==> config.mk <==
export PLATFORM = sky130hd
export DESIGN_NAME = lome_cmd_fifo
export DESIGN_NICKNAME = d
export VERILOG_FILES = /design/src/rtl/lome_pkg.sv /design/src/rtl/lome_cmd_fifo.sv
export SDC_FILE = /design/constraint.sdc
export NUM_CORES = 1
export LEC_CHECK = 0
export BUFFER_PORTS_ARGS = -buffer_cell sky130_fd_sc_hd__buf_2
export CAP_MARGIN = 20
export CORE_ASPECT_RATIO = 0.7
export CORE_MARGIN = 4
export CORE_UTILIZATION = 41
export CTS_BUF_LIST = sky130_fd_sc_hd__clkbuf_2
export DETAILED_ROUTE_END_ITERATION = 7
export HOLD_SLACK_MARGIN = 0.12
export PLACE_DENSITY = 0.65
export SLEW_MARGIN = 20
export SYNTH_ARGS = -nofsm -noshare
export SYNTH_HDL_FRONTEND = slang
export SYNTH_SLANG_ARGS = --single-unit
==> constraint.sdc <==
create_clock -name clk -period 8.9 [get_ports clk]
set_input_delay 1.78 -clock clk [delete_from_list [all_inputs] [get_ports clk]]
set_output_delay 1.78 -clock clk [all_outputs]
set_load 0.02 [all_outputs]
==> src/rtl/lome_pkg.sv <==
// -----------------------------------------------------------------------------
// lome_pkg
// Shared types and codes for the limit order matching engine.
// -----------------------------------------------------------------------------
`default_nettype none
package lome_pkg;
  localparam logic [1:0] FUNC_NEW    = 2'd0;
  localparam logic [1:0] FUNC_CANCEL = 2'd1;
  localparam logic [1:0] FUNC_MODIFY = 2'd2;
  localparam logic [1:0] FUNC_RSVD   = 2'd3;

  localparam logic [1:0] ST_OK   = 2'd0;
  localparam logic [1:0] ST_DUP  = 2'd1;
  localparam logic [1:0] ST_UNK  = 2'd2;
  localparam logic [1:0] ST_FULL = 2'd3;

  localparam logic KIND_TRADE  = 1'b0;
  localparam logic KIND_STATUS = 1'b1;

  localparam logic SIDE_BUY  = 1'b0;
  localparam logic SIDE_SELL = 1'b1;

  localparam int MAX_TRADES = 31;

  typedef struct packed {
    logic [1:0]  func;
    logic [31:0] order_id;
    logic        side;
    logic [19:0] limit_price;
    logic [23:0] order_qty;
  } cmd_t;

  typedef struct packed {
    logic        kind;
    logic [1:0]  status;
    logic [31:0] buyer_id;
    logic [31:0] seller_id;
    logic [19:0] trade_price;
    logic [23:0] trade_qty;
    logic        last;
  } res_t;
endpackage
`default_nettype wire

==> src/rtl/lome_cmd_fifo.sv <==
// -----------------------------------------------------------------------------
// lome_cmd_fifo
// Two-entry command queue between the front intake and the back engine.
// -----------------------------------------------------------------------------
`default_nettype none
module lome_cmd_fifo (
  input  wire              clk,
  input  wire              rst_n,
  input  wire              wr_valid,
  output logic             wr_ready,
  input  lome_pkg::cmd_t   wr_data,
  output logic             rd_valid,
  input  wire              rd_ready,
  output lome_pkg::cmd_t   rd_data
);
  import lome_pkg::*;

  cmd_t       mem_r [2];
  logic       wp_r, rp_r;
  logic [1:0] cnt_r;
  logic       wr_en, rd_en;

  assign wr_ready = (cnt_r != 2'd2);
  assign rd_valid = (cnt_r != 2'd0);
  assign rd_data  = mem_r[rp_r];
  assign wr_en    = wr_valid && wr_ready;
  assign rd_en    = rd_valid && rd_ready;

  always_ff @(posedge clk) begin
    if (!rst_n) begin
      wp_r  <= 1'b0;
      rp_r  <= 1'b0;
      cnt_r <= 2'd0;
    end else begin
      if (wr_en) wp_r <= ~wp_r;
      if (rd_en) rp_r <= ~rp_r;
      cnt_r <= cnt_r + {1'b0, wr_en} - {1'b0, rd_en};
    end
  end

  always_ff @(posedge clk) begin
    if (wr_en) mem_r[wp_r] <= wr_data;
  end
endmodule
`default_nettype wire

==> Yosys cells after proc, flatten, opt, wreduce, memory -nomap -nowiden <==
Memory sizes are Yosys's and may differ from the RTL's. A register that Yosys moved wholly into a read port is not among the register bits.
Cells that the tools add are included.
{ "totals": {"regBits": 4, "ramBits": 158, "input_bits": 83, "output_inout_bits": 81, "wordCells": 16, "mem_count": 1} }
{ "op_classes": {"addsub": 2, "n_eq_ne": 1, "n_mux": 4, "bitwise_logic": 2, "n_reduce_logical": 3} }
{ "memory_table": {"columns": ["name", "words", "width", "read_ports", "rd_clocked_by_memory_dff", "write_ports", "line_no", "rtl"], "rows": [
  ["mem_r", 2, 79, 1, 1, 1, "lome_cmd_fifo.sv:18", "cmd_t mem_r [2];"]
]} }
{ "ops": {"columns": ["operator", "n"], "rows": [
  ["1-bit two-way mux", 4],
  ["2-bit by 1-bit adder with 2-bit output", 1],
  ["1-bit logical AND", 2],
  ["2-bit inequality test (second input constant)", 1],
  ["1-bit inverter", 2],
  ["2-bit nonzero test", 1],
  ["2-bit by 1-bit subtractor with 2-bit output", 1]
]} }

==> Longest topological paths before layout <==
{ "logic_depth": {"ltp_word": 4, "mapped_depth": 8, "mapped_depth_nobuf": 8} }

==> Worst setup path after synthesis <==
Ideal clock, no wire load.
{ "synth_path": {"kind": "input to register", "startpoint": "in wr_valid", "endpoint": "mem mem_r[0][0] (netlist bit), enable pin", "setup_time_ns": 0.517, "t_arrival_ns": 5.176, "required_ns": 8.383, "slack_ns": 3.207, "path_stages": 2, "n_path_buf": 0, "cell_sequence": "nand2_1 > nor2_1"} }
{ "synth_via": {"elab_chain_len": 3} }
{ "synth_rtl": {"columns": ["element", "line_no", "rtl"], "rows": [
  ["start, declared", "lome_cmd_fifo.sv:9", "input wire wr_valid,"],
  ["1-bit logical AND", "lome_cmd_fifo.sv:26", "assign wr_en = wr_valid && wr_ready;"],
  ["1-bit two-way mux", "lome_cmd_fifo.sv:42", "if (wr_en) mem_r[wp_r] <= wr_data;"],
  ["1-bit two-way mux (not written as such)", "lome_cmd_fifo.sv:42", null],
  ["end, declared", "lome_cmd_fifo.sv:18", null]
]} }
Every way passes these cells.

==> out/metrics.cfg <==
[synth]
syn_area_per_cell_sq_um = 22.11
synthCells = 270
ys_types = 18
netlist_area_sq_um = 5969
synthesis.nets = 355
seq_total_area_yosys = 0.8116
synth_warnings = 0
yosys_register_bits = 163

[timing]
hold_viol_final = 0
period_minus_slack_ns = 4.027
worst_slew_pin_slew_ns = 0.6093
tns_ns = 0
holdWs_ns = 0.5577
worst_slew_margin_rel = 0.5938
layout_worst_path_cycle_share = 0.4524
clock-skew-final_ns = 0.02809
grt_setup_unrepaired = no
final-max-slew-violation-count = 0
final-setup-viol-count = 0
max_freq_mhz = 248.4

[setup_path]
reg2reg_slack_ns = 7.03
startpoint_type = register
path_class = register to output pin
crit_path_max_fanout = 44
required_ns = 7.12
crit_arrival_ns = 2.25
critPathSlowestCell = sky130_fd_sc_hd__dfxtp_4
cp_num_buf_inv = 2
timing.critical_path.slowest_cell_delay_ns = 0.72
critPathTopFamily = flip-flops
critical_path.endpoint_type = output pin
critical_path.cell_chain = buf_16, mux2_2, buf_2

[die]
die-area_sq_um = 16590
pin_count = 164
die_w_microns = 152.2
design.core.area_sq_um = 14100
floorplan.initialDensity = 0.4234
floorplan.die.height_microns = 109.0
num_rows = 36

[clock_network]
cts-buffers-inserted = 17
cts.sinks = 163
clkTransAtPathRegs_ns = 0.24
post_cts_resized = 0
cts_setup_buffers = 0
clock_tree.root_cell = sky130_fd_sc_hd__clkbuf_2
cts.htree.levels = 4
post_cts_hold_buffer_count = 0
max-clock-path-buffers = 2
cts_tree = yes
clock_insertion_delay_worst_skew_ns = 0.65

[global_routing]
grt_max_degree = 80
grt.busiest_layer = met2
grt_first_pass_wirelength_microns = 16950
grt_use_met1 = 0.1802
grt_use_met2 = 0.1993
met3_usage_in_global_routing = 0.05910
globalRouteTotalUtil = 0.1334
antenna_found_initial = 3
grt_pass1_vias = 3262
gr_overflow_total = 0

[route]
drt_iter0_markers = 187
detailedRoute.firstPassIterationCount = 4
ant_nets = 0
drcViolationCount = 0
dr_total_vias = 3055
avgRoutedWirePerCell_microns = 17.07
via_per_inst = 4.707
drt_wl_total_microns = 11080

[layout]
flow.area_growth_from_synthesis_pct = 21.88
antenna_cells_inserted = 0
num-nets-final = 532
final.fill_count = 1163
post_route_cells_drive_above_1_share = 0.6122
finish.instance_area_sq_um = 7276

[min_path]
hold_path.class = register to register

[place]
place.port_buffers = 163
finalWeightedCongestion = 0.7359
place_area_sq_um = 6983
detailedPlacementHpwl_microns = 7105

[outcome]
outcome = finished clean

[power]
vdd.ir_drop.worst_mv = 0.1460
cellPowerDensity_nw_per_um2 = 266.6
cellLeakagePower_nw = 2.706

[flow_run]
cap_viol_max_count = 0

## synthesized netlist by cell type
cell                       instances  share of area
sky130_fd_sc_hd__and2_1            2         0.0021
sky130_fd_sc_hd__and3_1            1         0.0010
sky130_fd_sc_hd__buf_2             6         0.0050
sky130_fd_sc_hd__buf_6             3         0.0057
sky130_fd_sc_hd__dfxtp_1           5          0.017
sky130_fd_sc_hd__edfxtp_1        158           0.79
sky130_fd_sc_hd__ha_1              2         0.0042
sky130_fd_sc_hd__inv_1             1        0.00063
sky130_fd_sc_hd__mux2_2           69           0.13
sky130_fd_sc_hd__mux2_4           10          0.025
sky130_fd_sc_hd__mux2i_1           1         0.0017
sky130_fd_sc_hd__nand2_1           2         0.0013
sky130_fd_sc_hd__nand2b_1          2         0.0021
sky130_fd_sc_hd__nor2_1            1        0.00063
sky130_fd_sc_hd__nor2b_1           2         0.0021
sky130_fd_sc_hd__o21a_1            1         0.0013
sky130_fd_sc_hd__or2_2             1         0.0010
sky130_fd_sc_hd__xnor2_1           3         0.0044
## per-stage QoR
step                power [W]  utilization  setup WS (ns)  std cells
floorplan            0.001419            -          3.207        270
CTS                  0.001957       0.5107          4.592        646
detailed placement   0.001591       0.4953          5.383        615
global placement     0.001583       0.4953          5.385        615
finish               0.001939       0.5161          4.873        649
global route         0.002048       0.5161          4.669        649
## routing by layer
layer | vias to the layer above | share of wire
li1 | 1419 | -
met2 | 125 | 0.44
met3 | 15 | 0.083
met5 | - | 0.0025
met4 | 6 | 0.0086
met1 | 1490 | 0.46
## layout by cell type (no fill, tap or decap), types with 2 or more instances in the layout
cell type,n
sky130_fd_sc_hd__nand2_1,2
sky130_fd_sc_hd__xnor2_1,3
sky130_fd_sc_hd__buf_16,2
sky130_fd_sc_hd__ha_1,2
sky130_fd_sc_hd__dfxtp_1,4
sky130_fd_sc_hd__mux2_4,10
sky130_fd_sc_hd__mux2_2,69
sky130_fd_sc_hd__nand2b_1,2
sky130_fd_sc_hd__and2_1,2
sky130_fd_sc_hd__nor2b_1,2
sky130_fd_sc_hd__inv_6,3
sky130_fd_sc_hd__clkbuf_2,18
sky130_fd_sc_hd__clkinv_4,2
sky130_fd_sc_hd__edfxtp_1,158
sky130_fd_sc_hd__clkinvlp_4,5
sky130_fd_sc_hd__buf_2,163
## state kept, by name, indices dropped and copies added (netlist names), named ones only
| name | count |
|---|---|
| mem_r | 158 |
| cnt_r | 2 |
| rp_r | 1 |
| wp_r | 1 |
## worst paths after layout
path / from / endpoint / depth (start not counted)
setup reg to reg: cnt_r[0] / mem_r[0][53] / 5
hold reg to reg: wp_r / wp_r / 2
setup / recovery: register / rd_data[16] / 3
hold / removal: wp_r / wp_r / 2
## worst reg2reg max path, cell delays in order, from the launching register on
cell and delay (ns):
sky130_fd_sc_hd__dfxtp_1 0.42, sky130_fd_sc_hd__nand2b_1 0.15, sky130_fd_sc_hd__nand2_1 0.15, sky130_fd_sc_hd__nor2_4 0.10, sky130_fd_sc_hd__buf_4 0.41, sky130_fd_sc_hd__buf_16 0.30
## cell type report
class / count / area, sq um / share of cell area
inverter: 1 / 3.754 / 0.0005159
timing repair buffer: 167 / 898.4 / 0.1235
clock inverter: 13 / 127.6 / 0.01754
sequential: 163 / 4848 / 0.6664
multi-input combinational: 97 / 1070 / 0.1470
tap: 190 / 237.7 / 0.03267
clock buffer: 18 / 90.09 / 0.01238
## power by group
part | internal (W) | total [W] | switching [W]
registers | 0.000962 | 0.00101 | 0.0000463
clock network | 0.000104 | 0.000363 | 0.000259
logic | 0.000242 | 0.000568 | 0.000326
## cells by family (layout without fill, tap and decap cells)
group	Yosys count	in the layout	share of synthesized area
flops	163	163	0.8116
mux	80	80	0.1570
simple gates	11	11	0.01027
buf+inv	10	199	0.01132
xor+xnor	3	3	0.004402
fa+ha+maj	2	2	0.004191
compound gates	1	1	0.001258
Note: power is estimated with default switching activity, not from simulation.
